[config.mk]
export PLATFORM = sky130hd
export DESIGN_NAME = ffba_cell
export DESIGN_NICKNAME = d
export VERILOG_FILES = /design/src/sv/first_fit_block_allocator_top_macros.svh /design/src/sv/ffba_pkg.sv /design/src/sv/ffba_cell.sv
export SDC_FILE = /design/constraint.sdc
export NUM_CORES = 1
export LEC_CHECK = 0
export BUFFER_PORTS_ARGS = -buffer_cell sky130_fd_sc_hd__clkbuf_2
export CORE_AREA = 2 2 142 144
export DETAILED_ROUTE_END_ITERATION = 8
export DIE_AREA = 0 0 144 146
export GPL_TIMING_DRIVEN = 0
export HOLD_SLACK_MARGIN = 0.06
export MAX_ROUTING_LAYER = met4
export PLACE_DENSITY = 0.82
export SLEW_MARGIN = 0
export SYNTH_ARGS = -nofsm -noshare
export SYNTH_HDL_FRONTEND = slang
export SYNTH_SLANG_ARGS = --single-unit
[constraint.sdc]
create_clock -name i_clk -period 2.89 [get_ports i_clk]
set_input_delay 0.578 -clock i_clk [delete_from_list [all_inputs] [get_ports i_clk]]
set_output_delay 0.578 -clock i_clk [all_outputs]
set_load 0.03 [all_outputs]
[src/sv/first_fit_block_allocator_top_macros.svh]
// assertion macros for the first-fit allocator rtl
// no dependencies; included by ffba_ctrl, the file that carries assertions
`ifndef FIRST_FIT_BLOCK_ALLOCATOR_TOP_MACROS_SVH
`define FIRST_FIT_BLOCK_ALLOCATOR_TOP_MACROS_SVH

// condition must hold at every edge out of reset
`define FFBA_ASSERT_ALW(label, clk, rst_n, cond, msg) \
    label: assert property (@(posedge clk) disable iff (!rst_n) (cond)) else $error(msg);

// antecedent implies consequent in the same cycle
`define FFBA_ASSERT_IMP(label, clk, rst_n, ante, cons, msg) \
    label: assert property (@(posedge clk) disable iff (!rst_n) (ante) |-> (cons)) \
        else $error(msg);

`endif

[src/sv/ffba_pkg.sv]
// shared types, codes and reset values of the first-fit block allocator
// no dependencies
package ffba_pkg;

    localparam int MAX_BLOCKS_DEF = 64;

    localparam int SIZE_W  = 27;
    localparam int ADDR_W  = 32;
    localparam int HDR_W   = 7;
    localparam int TYPE_W  = 2;
    localparam int STAT_W  = 2;
    localparam int HNDL_W  = 6;
    localparam int CNT_W   = 7;
    localparam int CFGI_W  = 2;
    localparam int CFGD_W  = 32;

    // request types
    localparam logic [TYPE_W-1:0] REQ_ALLOC   = 2'd0;
    localparam logic [TYPE_W-1:0] REQ_FREE    = 2'd1;
    localparam logic [TYPE_W-1:0] REQ_REALLOC = 2'd2;

    // result status
    localparam logic [STAT_W-1:0] STAT_OK      = 2'd0;
    localparam logic [STAT_W-1:0] STAT_SIZE    = 2'd1;
    localparam logic [STAT_W-1:0] STAT_NOSPACE = 2'd2;
    localparam logic [STAT_W-1:0] STAT_BADHNDL = 2'd3;

    // configuration register indexes
    localparam logic [CFGI_W-1:0] CFG_MAX_REQUEST  = 2'd0;
    localparam logic [CFGI_W-1:0] CFG_HEAP_LIMIT   = 2'd1;
    localparam logic [CFGI_W-1:0] CFG_HEADER_BYTES = 2'd2;

    localparam logic [SIZE_W-1:0] MAX_REQUEST_RST  = 27'd100000000;
    localparam logic [ADDR_W-1:0] HEAP_LIMIT_RST   = 32'hFFFF_FFFF;
    localparam logic [HDR_W-1:0]  HEADER_BYTES_RST = 7'd32;

    // search token handed from cell to cell
    typedef struct packed {
        logic              valid;
        logic              found;
        logic [SIZE_W-1:0] fit_size;
        logic [ADDR_W-1:0] fit_offset;
        logic [SIZE_W-1:0] hnd_size;
        logic [ADDR_W-1:0] hnd_offset;
        logic              hnd_free;
    } t_tok;

    // request broadcast to all cells during a scan
    typedef struct packed {
        logic [SIZE_W-1:0] size;
        logic              hnd_en;
    } t_req;

    // table update broadcast at the end of a scan
    typedef struct packed {
        logic              new_en;
        logic [SIZE_W-1:0] new_size;
        logic [ADDR_W-1:0] new_offset;
        logic              take_en;
        logic              free_en;
    } t_wr;

endpackage

[src/sv/ffba_cell.sv]
// one table entry of the allocator plus one stage of the search token chain
// depends on ffba_pkg
module ffba_cell #(
    parameter int MAX_BLOCKS = ffba_pkg::MAX_BLOCKS_DEF,
    parameter int CELL_ID    = 0
) (
    input  logic                              i_clk,
    input  logic                              i_rst_n,
    input  ffba_pkg::t_tok                    i_tok,
    input  logic [$clog2(MAX_BLOCKS)-1:0]     i_fit_idx,
    output ffba_pkg::t_tok                    o_tok,
    output logic [$clog2(MAX_BLOCKS)-1:0]     o_fit_idx,
    input  ffba_pkg::t_req                    i_req,
    input  logic [$clog2(MAX_BLOCKS)-1:0]     i_hnd_idx,
    input  logic [$clog2(MAX_BLOCKS+1)-1:0]   i_count,
    input  ffba_pkg::t_wr                     i_wr,
    input  logic [$clog2(MAX_BLOCKS)-1:0]     i_take_idx
);

    localparam int IW = $clog2(MAX_BLOCKS);
    localparam int CW = $clog2(MAX_BLOCKS+1);
    localparam logic [IW-1:0] MY_IDX = IW'(CELL_ID);
    localparam logic [CW-1:0] MY_POS = CW'(CELL_ID);

    logic [ffba_pkg::SIZE_W-1:0] r_size;
    logic [ffba_pkg::ADDR_W-1:0] r_offset;
    logic                        r_free;

    ffba_pkg::t_tok  r_tok, n_tok;
    logic [IW-1:0]   r_fit_idx, n_fit_idx;

    logic live, fit_here, hnd_here;

    assign live     = MY_POS < i_count;
    assign fit_here = live && r_free && (r_size >= i_req.size);
    assign hnd_here = i_req.hnd_en && (i_hnd_idx == MY_IDX);

    always_comb begin
        n_tok     = i_tok;
        n_fit_idx = i_fit_idx;
        // first fit wins: later cells keep what an earlier one found
        if (!i_tok.found && fit_here) begin
            n_tok.found      = 1'b1;
            n_tok.fit_size   = r_size;
            n_tok.fit_offset = r_offset;
            n_fit_idx        = MY_IDX;
        end
        if (hnd_here) begin
            n_tok.hnd_size   = r_size;
            n_tok.hnd_offset = r_offset;
            n_tok.hnd_free   = r_free;
        end
    end

    always_ff @(posedge i_clk) begin
        if (!i_rst_n) begin
            r_tok     <= '0;
            r_fit_idx <= '0;
        end else begin
            r_tok     <= n_tok;
            r_fit_idx <= n_fit_idx;
        end
    end

    // entry storage, valid only below the block count
    always_ff @(posedge i_clk) begin
        if (i_wr.new_en && (i_count == MY_POS)) begin
            r_size   <= i_wr.new_size;
            r_offset <= i_wr.new_offset;
            r_free   <= 1'b0;
        end
        if (i_wr.take_en && (i_take_idx == MY_IDX)) begin
            r_free <= 1'b0;
        end
        if (i_wr.free_en && (i_hnd_idx == MY_IDX)) begin
            r_free <= 1'b1;
        end
    end

    assign o_tok     = r_tok;
    assign o_fit_idx = r_fit_idx;

endmodule

==> results.yml <==
timing:
  slew_violations: 0
  clock_skew_ns: 0.0178
  worst_pin_slew_ns: 0.862
  max_freq_ghz: 0.374
  finalCritPeriodShare: 0.926
  rsz0062_at_grt: "false"
  hold_viol: 0
  maxSlewHeadroom: 0.425
  setup_ws_ns: 0.213
  fin_crit_ns: 2.68
  setup_viol: 0
  setup_tns_ns: 0
worst_setup_path:
  r2r_end: "o_tok[110]"
  timing.rr.start: "r_size[6]"
  crit_type: "reg -> reg"
  cpMaxStageDelayCell: "edfxtp_1"
  max_stage_delay_ns: 0.42
  path_delay_family: "compound AO/OA/AOI/OAI gates"
  path_buf_inv: 2
  worst_setup_path_end_kind: "register"
  arrival_ns: 3.01
  cp_max_fo: 10
  worstSetupStartpointType: "register"
  cp.depth: 9
  path_cells: "ha_1 > a21oi_1 > o21ai_1 > a2111oi_4 > o211ai_1 > a21oi_4 > buf_12 > buf_12 > mux2i_1"
  cpMostUsedCell: "buf_12"
  critPathLaunch: "r_size[6]"
  crit_end: "o_tok[110]"
  reg2reg_depth: 9
  required_ns: 3.23
  rrSetupSlack_ns: 0.21
yosys:
  synth_top_family_by_area: "simple AND/OR/NAND/NOR gates"
  syn_inst: 704
  seq_area_frac_synth: 0.588
  synth.area.mux_share: 0.0801
  ys_warn_count: 0
  synth_seq_cells: 187
  syn_nets: 969
  synth_compound_area_frac: 0.0833
  synth_cell_types: 36
  avgSynthCellArea_sq_um: 10.5
  synthAdderAreaFrac: 0.0458
  syn_area_sq_um: 7370
  synth-simple-area-share: 0.153
  synth_xor_area_frac: 0
finish:
  nNetsFinal: 1353
  utilization: 0.527
  drive_gt1_frac: 0.379
  final_cells: 1367
  final_common_cell: "clkbuf_2"
  final_cell_mix: "363 x clkbuf_2, 246 x nand2_1, 128 x dfxtp_1"
  syn2layout_area_growth_pct: 38.1
placement:
  place.gp.congestion: 0.862
  pre_cts_ws_ns: -0.418
  dp.cells: 1332
  post-dp-hpwl_um: 17400
  io_buffers: 363
power_and_ir_drop:
  power_density_nw_per_um2: 592
  power_frac_comb: 0.129
  clkPwrFrac: 0.400
  seq_power_share: 0.471
  p_leak_uw: 0.00534
  ir_drop_v: 0.000455
  p_sw_uw: 1650
  netSwitchingFraction: 0.274
  intPower_uw: 4370
  totalPowerFinal_uw: 6030
cts:
  insertion_delay_ns: 0.43
  root_buffer: "clkbuf_16"
  holdBufCountCts: 0
  cts.reportedPaths.clkPinSlew_ns: 0.08
  cts_sinks: 187
  cts_tree: "done"
  h-tree-depth: 4
  clockBufferDepth: 2
  cts-buffers-inserted: 17
drt:
  wirelength_um: 22500
  drtIter0Drc: 266
  wire_per_inst_um: 16.4
  antenna_left: 0
  dr_total_vias: 6363
  via_per_inst: 4.65
  drc: 0
  dr.pass1.iters: 5
global_routing:
  use_met1: 0.235
  antenna_found_initial: 1
  grt_usage: 0.216
  grt_pass1_wl_um: 33400
  grtUsageMet2: 0.368
  grt_overflow: 0
  grt_start_max_net_pins: 61
  grt_most_used_layer: "met2"
  met3_usage: 0.0605
  first_global_vias: 6452
outcome:
  outcome: "finished, final reports clean"
floorplanning:
  die_x_um: 144
  die_h_um: 146
  core_sq_um: 19300
  io_pins: 365
  start_util: 0.381
  die_area_sq_um: 21000
  row_count: 51
min_path:
  hold_path.class: "in -> reg"
flow_run:
  max_cap_violations: 0
worst min path at each step:
| stage | start | to | slack [ns] | cells past startpoint |
|---|---|---|---|---|
| 4_1_cts | i_wr[14] | r_offset[12] | 0.30 | 1 |
| 3_5_place_dp | r_free | r_free | 0.52 | 2 |
| 2_1_floorplan | r_free | o_tok[0] | 0.46 | 2 |
| 6_report | i_wr[14] | r_offset[12] | 0.32 | 1 |
| 3_3_place_gp | r_free | o_tok[0] | 0.49 | 2 |
| 5_1_grt | i_wr[2] | r_offset[0] | 0.29 | 1 |
timing repair:
action | in CTS | in global routing
endpoints found under the setup margin | 59 | 51
pin swaps | 0 | 2
gates resized for setup | 2 | 1
buffers inserted | 0 | 2
worst register-to-register path, stage by stage (launching register included):
cell and delay [ns]:
edfxtp_1 0.42, ha_1 0.33, a21oi_1 0.16, o21ai_1 0.15, a2111oi_4 0.42, o211ai_1 0.28
a21oi_4 0.26, buf_12 0.20, buf_12 0.16, mux2i_1 0.23
registers in the layout, summed over array words and instances, names as in the netlist:
name and flops:
r_size 27, r_offset 32, o_fit_idx 6, o_tok 121
r_free 1
synthesized netlist by cell type:
library cell / count / area, sq um
o31a_1: 1 / 8.76
and4_1: 2 / 17.5
o41ai_1: 1 / 8.76
edfxtp_1: 59 / 1770
or3_1: 1 / 6.26
nor4_1: 1 / 6.26
a211oi_1: 2 / 15.0
a21oi_4: 1 / 16.3
and3_1: 6 / 37.5
inv_1: 29 / 109
a2bb2oi_1: 1 / 8.76
ha_1: 27 / 338
or4b_2: 1 / 10.0
nor4_2: 1 / 12.5
dfxtp_1: 128 / 2560
buf_2: 7 / 35.0
clkbuf_1: 26 / 97.6
o21ai_0: 4 / 20.0
a2111oi_0: 1 / 8.76
nor4b_1: 1 / 8.76
nand3_1: 2 / 10.0
a21boi_1: 60 / 450
o211ai_1: 1 / 7.51
nand2_1: 246 / 923
nor2_1: 2 / 7.51
nor3_1: 2 / 10.0
nand2b_2: 1 / 8.76
o21ai_1: 2 / 10.0
mux2i_1: 59 / 591
a21oi_1: 12 / 60.1
buf_12: 6 / 120
nand4_1: 4 / 25.0
nand3b_1: 1 / 7.51
or4_1: 2 / 15.0
and2_1: 3 / 18.8
buf_4: 1 / 7.51
power by group through the flow:
stage | clock [uW] | combinational (uW) | sequential [uW]
6_report | 2410 | 776 | 2840
5_1_grt | 2570 | 838 | 2850
4_1_cts | 2450 | 779 | 2840
3_5_place_dp | 0 | 775 | 2900
3_3_place_gp | 0 | 762 | 2900
2_1_floorplan | 0 | 243 | 3100
routing by layer:
| layer | part of all wire | up-vias |
|---|---|---|
| met2 | 0.50 | 315 |
| met4 | 0.033 | 0 |
| li1 | - | 3120 |
| met5 | 0 | - |
| met1 | 0.38 | 2883 |
| met3 | 0.082 | 45 |
area by class of cell:
cell class	count	area (sq um)
Timing Repair Buffer	365	1830
Buffer	40	260
Clock buffer	17	425
Multi-Input combinational cell	448	2690
Clock inverter	15	198
Sequential cell	187	4330
Inverter	29	109
Antenna cell	1	2.50
Fill cell	1734	9150
Tap cell	265	332
through the flow:
step | hold slack [ns] | instance area, sq um
global route | 0.294 | 10200
detailed placement | 0.517 | 9520
floorplan | 0.456 | 7370
finish | 0.320 | 10200
global placement | 0.495 | 9520
CTS | 0.303 | 10200
cells by family (layout without fill, tap and decap cells):
logic type,Yosys count,after routing
other cells,0,1
flops,187,187
compound gates,86,86
buf+inv,69,466
simple gates,276,276
mux,59,59
fa+ha+maj,27,27
(Power assumes the default switching activity.)
