### src/sv/first_fit_block_allocator_top_macros.svh
// assertion macros for the first-fit allocator rtl
// no dependencies; included by ffba_ctrl, the file that carries assertions
`ifndef FIRST_FIT_BLOCK_ALLOCATOR_TOP_MACROS_SVH
`define FIRST_FIT_BLOCK_ALLOCATOR_TOP_MACROS_SVH

// condition must hold at every edge out of reset
`define FFBA_ASSERT_ALW(label, clk, rst_n, cond, msg) \
    label: assert property (@(posedge clk) disable iff (!rst_n) (cond)) else $error(msg);

// antecedent implies consequent in the same cycle
`define FFBA_ASSERT_IMP(label, clk, rst_n, ante, cons, msg) \
    label: assert property (@(posedge clk) disable iff (!rst_n) (ante) |-> (cons)) \
        else $error(msg);

`endif

### src/sv/ffba_pkg.sv
// shared types, codes and reset values of the first-fit block allocator
// no dependencies
package ffba_pkg;

    localparam int MAX_BLOCKS_DEF = 64;

    localparam int SIZE_W  = 27;
    localparam int ADDR_W  = 32;
    localparam int HDR_W   = 7;
    localparam int TYPE_W  = 2;
    localparam int STAT_W  = 2;
    localparam int HNDL_W  = 6;
    localparam int CNT_W   = 7;
    localparam int CFGI_W  = 2;
    localparam int CFGD_W  = 32;

    // request types
    localparam logic [TYPE_W-1:0] REQ_ALLOC   = 2'd0;
    localparam logic [TYPE_W-1:0] REQ_FREE    = 2'd1;
    localparam logic [TYPE_W-1:0] REQ_REALLOC = 2'd2;

    // result status
    localparam logic [STAT_W-1:0] STAT_OK      = 2'd0;
    localparam logic [STAT_W-1:0] STAT_SIZE    = 2'd1;
    localparam logic [STAT_W-1:0] STAT_NOSPACE = 2'd2;
    localparam logic [STAT_W-1:0] STAT_BADHNDL = 2'd3;

    // configuration register indexes
    localparam logic [CFGI_W-1:0] CFG_MAX_REQUEST  = 2'd0;
    localparam logic [CFGI_W-1:0] CFG_HEAP_LIMIT   = 2'd1;
    localparam logic [CFGI_W-1:0] CFG_HEADER_BYTES = 2'd2;

    localparam logic [SIZE_W-1:0] MAX_REQUEST_RST  = 27'd100000000;
    localparam logic [ADDR_W-1:0] HEAP_LIMIT_RST   = 32'hFFFF_FFFF;
    localparam logic [HDR_W-1:0]  HEADER_BYTES_RST = 7'd32;

    // search token handed from cell to cell
    typedef struct packed {
        logic              valid;
        logic              found;
        logic [SIZE_W-1:0] fit_size;
        logic [ADDR_W-1:0] fit_offset;
        logic [SIZE_W-1:0] hnd_size;
        logic [ADDR_W-1:0] hnd_offset;
        logic              hnd_free;
    } t_tok;

    // request broadcast to all cells during a scan
    typedef struct packed {
        logic [SIZE_W-1:0] size;
        logic              hnd_en;
    } t_req;

    // table update broadcast at the end of a scan
    typedef struct packed {
        logic              new_en;
        logic [SIZE_W-1:0] new_size;
        logic [ADDR_W-1:0] new_offset;
        logic              take_en;
        logic              free_en;
    } t_wr;

endpackage

### src/sv/ffba_ctrl.sv
// request sequencer of the allocator: config registers, counters, decision, result
// depends on ffba_pkg and first_fit_block_allocator_top_macros.svh
`include "first_fit_block_allocator_top_macros.svh"

module ffba_ctrl #(
    parameter int MAX_BLOCKS = ffba_pkg::MAX_BLOCKS_DEF
) (
    input  logic                              i_clk,
    input  logic                              i_rst_n,
    input  logic                              i_start,
    output logic                              o_busy,
    input  logic [ffba_pkg::TYPE_W-1:0]       i_req_type,
    input  logic [ffba_pkg::SIZE_W-1:0]       i_req_size,
    input  logic [ffba_pkg::HNDL_W-1:0]       i_block_index,
    input  logic                              i_has_block,
    input  logic                              i_cfg_valid,
    output logic                              o_cfg_ready,
    input  logic [ffba_pkg::CFGI_W-1:0]       i_cfg_index,
    input  logic [ffba_pkg::CFGD_W-1:0]       i_cfg_data,
    output ffba_pkg::t_tok                    o_head,
    output ffba_pkg::t_req                    o_req,
    output logic [$clog2(MAX_BLOCKS)-1:0]     o_hnd_idx,
    output logic [$clog2(MAX_BLOCKS+1)-1:0]   o_count,
    output ffba_pkg::t_wr                     o_wr,
    output logic [$clog2(MAX_BLOCKS)-1:0]     o_take_idx,
    input  ffba_pkg::t_tok                    i_tail,
    input  logic [$clog2(MAX_BLOCKS)-1:0]     i_tail_idx,
    output logic                              o_done,
    output logic [ffba_pkg::STAT_W-1:0]       o_status,
    output logic [ffba_pkg::HNDL_W-1:0]       o_result_index,
    output logic [ffba_pkg::ADDR_W-1:0]       o_payload_offset,
    output logic                              o_reused,
    output logic [ffba_pkg::SIZE_W-1:0]       o_copy_bytes,
    output logic [ffba_pkg::CNT_W-1:0]        o_free_blocks,
    output logic [ffba_pkg::ADDR_W-1:0]       o_free_bytes,
    output logic [ffba_pkg::CNT_W-1:0]        o_alloc_blocks,
    output logic [ffba_pkg::ADDR_W-1:0]       o_alloc_bytes
);

    localparam int IW = $clog2(MAX_BLOCKS);
    localparam int CW = $clog2(MAX_BLOCKS+1);
    localparam int SW = ffba_pkg::SIZE_W;
    localparam int AW = ffba_pkg::ADDR_W;
    localparam int EW = AW + 2;
    localparam logic [CW-1:0] FULL = CW'(MAX_BLOCKS);

    localparam logic ST_IDLE = 1'b0;
    localparam logic ST_SCAN = 1'b1;

    logic r_state, n_state;
    logic r_launch;
    logic r_done;

    logic [SW-1:0]               r_max_request;
    logic [AW-1:0]               r_heap_limit;
    logic [ffba_pkg::HDR_W-1:0]  r_header_bytes;

    logic [CW-1:0] r_count;
    logic [AW-1:0] r_heap_top;
    logic [CW-1:0] r_free_blocks;
    logic [AW-1:0] r_free_bytes;
    logic [AW-1:0] r_alloc_bytes;

    // request held for the whole scan
    logic [ffba_pkg::TYPE_W-1:0] r_type;
    logic [SW-1:0]               r_size;
    logic                        r_has;
    logic                        r_hvalid;
    logic [IW-1:0]               r_hnd_idx;

    // result payload
    logic [ffba_pkg::STAT_W-1:0] r_status;
    logic [IW-1:0]               r_idx;
    logic [AW-1:0]               r_off;
    logic                        r_reuse;
    logic [SW-1:0]               r_copy;

    logic accept, fire;

    logic          size_bad;
    logic [EW-1:0] end_sum;
    logic [ffba_pkg::STAT_W-1:0] a_status;
    logic          a_ok, a_reuse, a_new;
    logic [IW-1:0] a_idx;
    logic [AW-1:0] a_off;

    logic [ffba_pkg::STAT_W-1:0] d_status;
    logic          d_give, d_reuse, d_take, d_new, d_free;
    logic [IW-1:0] d_idx;
    logic [AW-1:0] d_off;
    logic [SW-1:0] d_copy;

    assign accept = i_start && (r_state == ST_IDLE);
    assign fire   = (r_state == ST_SCAN) && i_tail.valid;

    // allocation outcome, shared by allocate and reallocate
    always_comb begin
        size_bad = (r_size == '0) || (r_size > r_max_request);
        end_sum  = EW'(r_heap_top) + EW'(r_header_bytes) + EW'(r_size);
        a_status = ffba_pkg::STAT_OK;
        a_ok     = 1'b0;
        a_reuse  = 1'b0;
        a_new    = 1'b0;
        a_idx    = '0;
        a_off    = '0;
        if (size_bad) begin
            a_status = ffba_pkg::STAT_SIZE;
        end else if (i_tail.found) begin
            a_ok    = 1'b1;
            a_reuse = 1'b1;
            a_idx   = i_tail_idx;
            a_off   = i_tail.fit_offset;
        end else if (r_count >= FULL) begin
            a_status = ffba_pkg::STAT_NOSPACE;
        end else if (end_sum > EW'(r_heap_limit)) begin
            a_status = ffba_pkg::STAT_NOSPACE;
        end else begin
            a_ok  = 1'b1;
            a_new = 1'b1;
            a_idx = IW'(r_count);
            a_off = r_heap_top + AW'(r_header_bytes);
        end
    end

    // request decode
    always_comb begin
        d_status = ffba_pkg::STAT_OK;
        d_give   = 1'b0;
        d_reuse  = 1'b0;
        d_take   = 1'b0;
        d_new    = 1'b0;
        d_free   = 1'b0;
        d_idx    = '0;
        d_off    = '0;
        d_copy   = '0;
        unique case (r_type)
            ffba_pkg::REQ_ALLOC: begin
                d_status = a_status;
                if (a_ok) begin
                    d_give  = 1'b1;
                    d_idx   = a_idx;
                    d_off   = a_off;
                    d_reuse = a_reuse;
                    d_take  = a_reuse;
                    d_new   = a_new;
                end
            end
            ffba_pkg::REQ_FREE: begin
                if (r_has) begin
                    if (!r_hvalid) begin
                        d_status = ffba_pkg::STAT_BADHNDL;
                    end else begin
                        d_give = 1'b1;
                        d_idx  = r_hnd_idx;
                        d_off  = i_tail.hnd_offset;
                        d_free = !i_tail.hnd_free;
                    end
                end
            end
            ffba_pkg::REQ_REALLOC: begin
                if (size_bad) begin
                    d_status = ffba_pkg::STAT_SIZE;
                end else if (r_has && !r_hvalid) begin
                    d_status = ffba_pkg::STAT_BADHNDL;
                end else if (r_has && (i_tail.hnd_size >= r_size)) begin
                    d_give = 1'b1;
                    d_idx  = r_hnd_idx;
                    d_off  = i_tail.hnd_offset;
                end else begin
                    d_status = a_status;
                    if (a_ok) begin
                        d_give  = 1'b1;
                        d_idx   = a_idx;
                        d_off   = a_off;
                        d_reuse = a_reuse;
                        d_take  = a_reuse;
                        d_new   = a_new;
                        if (r_has) begin
                            d_copy = i_tail.hnd_size;
                            d_free = !i_tail.hnd_free;
                        end
                    end
                end
            end
            default: begin
            end
        endcase
    end

    always_comb begin
        n_state = r_state;
        unique case (r_state)
            ST_IDLE: begin
                if (i_start) begin
                    n_state = ST_SCAN;
                end
            end
            ST_SCAN: begin
                if (i_tail.valid) begin
                    n_state = ST_IDLE;
                end
            end
            default: n_state = ST_IDLE;
        endcase
    end

    always_ff @(posedge i_clk) begin
        if (!i_rst_n) begin
            r_state        <= ST_IDLE;
            r_launch       <= 1'b0;
            r_done         <= 1'b0;
            r_max_request  <= ffba_pkg::MAX_REQUEST_RST;
            r_heap_limit   <= ffba_pkg::HEAP_LIMIT_RST;
            r_header_bytes <= ffba_pkg::HEADER_BYTES_RST;
            r_count        <= '0;
            r_heap_top     <= '0;
            r_free_blocks  <= '0;
            r_free_bytes   <= '0;
            r_alloc_bytes  <= '0;
        end else begin
            r_state  <= n_state;
            r_launch <= accept;
            r_done   <= fire;
            if (i_cfg_valid) begin
                unique case (i_cfg_index)
                    ffba_pkg::CFG_MAX_REQUEST:  r_max_request  <= i_cfg_data[SW-1:0];
                    ffba_pkg::CFG_HEAP_LIMIT:   r_heap_limit   <= i_cfg_data[AW-1:0];
                    ffba_pkg::CFG_HEADER_BYTES: r_header_bytes <= i_cfg_data[ffba_pkg::HDR_W-1:0];
                    default: begin
                    end
                endcase
            end
            if (fire) begin
                r_free_blocks <= r_free_blocks + CW'(d_free) - CW'(d_take);
                r_free_bytes  <= r_free_bytes
                               + (d_free ? AW'(i_tail.hnd_size) : '0)
                               - (d_take ? AW'(i_tail.fit_size) : '0);
                if (d_new) begin
                    r_count       <= r_count + CW'(1);
                    r_heap_top    <= end_sum[AW-1:0];
                    r_alloc_bytes <= r_alloc_bytes + AW'(r_size);
                end
            end
        end
    end

    always_ff @(posedge i_clk) begin
        if (accept) begin
            r_type    <= i_req_type;
            r_size    <= i_req_size;
            r_has     <= i_has_block;
            r_hvalid  <= i_has_block && (32'(i_block_index) < 32'(r_count));
            r_hnd_idx <= IW'(i_block_index);
        end
        if (fire) begin
            r_status <= d_status;
            r_idx    <= d_give ? d_idx : '0;
            r_off    <= d_give ? d_off : '0;
            r_reuse  <= d_give && d_reuse;
            r_copy   <= d_give ? d_copy : '0;
        end
    end

    assign o_busy      = (r_state != ST_IDLE);
    assign o_cfg_ready = 1'b1;

    always_comb begin
        o_head       = '0;
        o_head.valid = r_launch;
    end

    assign o_req.size   = r_size;
    assign o_req.hnd_en = r_hvalid;
    assign o_hnd_idx    = r_hnd_idx;
    assign o_count      = r_count;
    assign o_take_idx   = i_tail_idx;

    assign o_wr.new_en     = fire && d_new;
    assign o_wr.new_size   = r_size;
    assign o_wr.new_offset = a_off;
    assign o_wr.take_en    = fire && d_take;
    assign o_wr.free_en    = fire && d_free;

    assign o_done           = r_done;
    assign o_status         = r_status;
    assign o_result_index   = ffba_pkg::HNDL_W'(r_idx);
    assign o_payload_offset = r_off;
    assign o_reused         = r_reuse;
    assign o_copy_bytes     = r_copy;
    assign o_free_blocks    = ffba_pkg::CNT_W'(r_free_blocks);
    assign o_free_bytes     = r_free_bytes;
    assign o_alloc_blocks   = ffba_pkg::CNT_W'(r_count);
    assign o_alloc_bytes    = r_alloc_bytes;

    `FFBA_ASSERT_IMP(a_tail_in_scan, i_clk, i_rst_n, i_tail.valid, r_state == ST_SCAN, "token out of chain outside a scan")
    `FFBA_ASSERT_IMP(a_done_after_fire, i_clk, i_rst_n, r_done, $past(r_state == ST_SCAN) && $past(i_tail.valid), "result strobe without a finished scan")
    `FFBA_ASSERT_ALW(a_count_bound, i_clk, i_rst_n, r_count <= FULL, "block count beyond table size")
    `FFBA_ASSERT_ALW(a_free_le_count, i_clk, i_rst_n, r_free_blocks <= r_count, "more free blocks than blocks")
    `FFBA_ASSERT_IMP(a_take_free_apart, i_clk, i_rst_n, o_wr.take_en && o_wr.free_en, i_tail_idx != r_hnd_idx, "reused block is also being freed")

endmodule

### config.mk
export PLATFORM = sky130hd
export DESIGN_NAME = ffba_ctrl
export DESIGN_NICKNAME = d
export VERILOG_FILES = /design/src/sv/ffba_pkg.sv /design/src/sv/ffba_ctrl.sv
export VERILOG_INCLUDE_DIRS = /design/src /design/src/sv
export SDC_FILE = /design/constraint.sdc
export NUM_CORES = 1
export LEC_CHECK = 0
export ABC_AREA = 1
export BUFFER_PORTS_ARGS = -buffer_cell sky130_fd_sc_hd__buf_2
export CAP_MARGIN = 20
export CORE_AREA = 2 2 222 224
export CTS_CLUSTER_DIAMETER = 30
export CTS_CLUSTER_SIZE = 8
export DETAILED_ROUTE_END_ITERATION = 8
export DIE_AREA = 0 0 224 226
export PLACE_DENSITY = 0.76
export SYNTH_ARGS = -nofsm -noshare
export SYNTH_HDL_FRONTEND = slang
export SYNTH_SLANG_ARGS = --single-unit
### constraint.sdc
create_clock -name i_clk -period 9.01 [get_ports i_clk]
set_input_delay 0.4505 -clock i_clk [delete_from_list [all_inputs] [get_ports i_clk]]
set_output_delay 0.4505 -clock i_clk [all_outputs]
set_load 0.01 [all_outputs]
==> flow_summary.ini <==
[global_route]
first_global_vias = 19500
grt_use_total = 0.289
grt_pass1_wl_mm = 111
grt_max_degree = 95
antenna_found_initial = 15
grt_overflow_total = 0

[route]
drc = 0
ant_nets = 0
dr.pass1.iters = 5
wl_per_cell_microns = 18.9
initialDrtViolationCount = 1365
vias = 20700
totalWireLength_mm = 75.0
vias_per_cell = 5.24

[sta]
hold_slack_ns = 0.0271
clock.fmax_mhz = 124
finalMaxSlewViolations = 0
rsz0062_at_grt = no
setup_viol = 0
final_period_minus_worst_setup_slack_ns = 8.10
fin_crit_sh = 0.899
slew-limit-headroom = 0.366
setup_tns_ns = 0
worst_pin_slew_ns = 0.949
skew_ns = 0.0194
hold_viol = 0

[yosys]
ys_seq_area_frac = 0.311
synthesis.area_sq_mm = 0.0217
synth_top_area_share = 0.165
synth.distinct_cells = 59
synth_seq_cells = 284
avgSynthCellArea_sq_um = 7.73
synth.largest_area_cell = dfxtp_1
synthTopCellsByArea = dfxtp_1, edfxtp_1, ha_1, nand2_1, inv_1
ys_warn_count = 0
synth_edf_count = 105
async_flop_share = 0
ys.flop_type = dfxtp_1
synthCells = 2804

[placement]
hpwl_mm = 57.6
gp_congestion = 0.975
buffer_ports.inserted = 458
dp_cells = 3796

[setup_path]
cp-end-kind = flip-flop
slowest_delay_ns = 0.56
crit_top_cell = nand2_1
critPathKind = reg2reg
r2r-end = o_free_bytes[20]
crit_path_top_delay_cell = fa_1
rr_startpoint = r_size[1]
worst-r2r-setup-slack_ns = 0.91
critPathArrivalTime_ns = 8.58
worstSetupStartpointType = flip-flop
path_max_fanout = 16
cp.required_ns = 9.50
r2r_cells = 49

[power]
power_mw = 5.52
power.density_mw_per_mm2 = 207
swShare = 0.319
leakagePower_nw = 13.1
p_clk_frac = 0.506
power_frac_comb = 0.229
p_seq_frac = 0.265
p_int_mw = 3.76
peakVddDrop_mv = 0.157
p_switching_mw = 1.76

[finish]
area_growth_pct = 23.2
instances_no_fill = 3962
drive_gt1_frac = 0.218
final_common_cell = buf_2
nNetsFinal = 3724
final_cell_mix = buf_2, nand2_1, inv_1

[worst_hold_path]
holdPathStages = 1
worstHoldEndpoint = r_size[7]
worstHoldPathType = in2reg
hp-start = i_req_size[7]

[cts]
cts.path.max_buffers = 3
htree_num_levels = 3
cts_tree = built
cts_resized = 0
clkTransAtPathRegs_ns = 0.04
clk_latency_ns = 0.61
cts.sinks = 284
cts_root_buf = clkbuf_16
cts-buffers-inserted = 77

[floorplanning]
num_rows = 81
die_w_microns = 224
core_sq_mm = 0.0483
fp.dieArea_sq_mm = 0.0506
chipHeight_microns = 226
initial_core_util = 0.448
ios = 580

[job]
maxCapViolCount = 0

[run_status]
status = completed
==> critical path, delay by kind of cell, from the launching register on <==
family          cells  cell delay, ns
compound gates     12            2.35
xor+xnor            1            0.22
fa+ha+maj           6            2.38
buf+inv             5            0.36
flops               1            0.42
simple gates       25            2.24
==> cell families (layout without fill, tap and decap cells) <==
logic type | after synthesis | count (layout) | share of synthesized area
AOI/OAI and AO/OA | 640 | 640 | 0.171
xor gates and xnor gates | 91 | 91 | 0.0368
adders and majority gates | 255 | 255 | 0.160
buffers and inverters | 638 | 1046 | 0.145
DFF | 284 | 284 | 0.311
other | 2 | 130 | 0.000347
and+or+nand+nor | 894 | 894 | 0.176
==> area by class of cell <==
| class | count | area, sq um |
|---|---|---|
| diodes | 9 | 22.5 |
| clock buffers | 93 | 2120 |
| clock inverters | 49 | 543 |
| fillers | 4472 | 21700 |
| inverters | 397 | 1490 |
| multi-input cells | 2001 | 12300 |
| flip-flops and latches | 284 | 6740 |
| well taps | 622 | 778 |
| repair buffers | 507 | 2720 |
==> power groups by stage <==
stage | sequential (mW) | combinational (mW) | clock, mW
detailed placement | 1.48 | 1.22 | 0
finish | 1.46 | 1.26 | 2.79
global route | 1.46 | 1.41 | 2.89
CTS | 1.46 | 1.24 | 2.82
global placement | 1.48 | 1.22 | 0
floorplan | 1.49 | 0.870 | 0
==> worst max path at each step <==
stage,from,cells past startpoint,slack (ns),endpoint
CTS,r_size[1],49,0.95,o_free_bytes[20]
finish,r_size[1],49,0.91,o_free_bytes[20]
global route,r_size[1],49,0.11,o_free_bytes[20]
detailed placement,r_size[1],49,0.98,o_free_bytes[20]
floorplan,r_size[1],50,1.97,o_free_bytes[20]
global placement,r_size[1],49,1.07,o_free_bytes[20]
==> sequential cells by signal, summed over array words and instances, names as in the netlist, 27 cells and up <==
register          flops
o_alloc_bytes        32
o_copy_bytes         27
o_free_bytes         32
o_payload_offset     32
r_heap_limit         32
r_heap_top           32
r_max_request        27
r_size               27
==> per-layer routing <==
layer	GRT usage	up-vias	routed length, microns
li1	-	10100	-
met4	0.142	12	2960
met3	0.0640	174	6340
met1	0.377	9545	32400
met2	0.452	938	33300
met5	0	-	69
==> Yosys cell counts (52+ instances only) <==
| cell | n |
|---|---|
| o211ai_1 | 52 |
| nand2_1 | 434 |
| edfxtp_1 | 105 |
| a21oi_1 | 255 |
| nor2_1 | 245 |
| o21ai_1 | 62 |
| inv_1 | 393 |
| nand3_1 | 94 |
| xor2_1 | 60 |
| ha_1 | 217 |
| buf_4 | 171 |
| o21ai_0 | 147 |
| dfxtp_1 | 179 |
==> timing repair <==
action,4_1_cts,5_1_grt
hold endpoints to repair,14,0
setup buffers,0,0
hold buffers,14,0
==> metrics by stage <==
| stage | instance area [sq um] | setup WS (ns) | util |
|---|---|---|---|
| floorplan | 22100 | 1.97 | - |
| global placement | 23800 | 1.07 | 0.493 |
| detailed placement | 23800 | 0.976 | 0.493 |
| CTS | 26600 | 0.949 | 0.551 |
| global route | 26700 | 0.109 | 0.552 |
| finish | 26700 | 0.913 | 0.552 |
No activity file was read; power rests on OpenSTA's default activity.
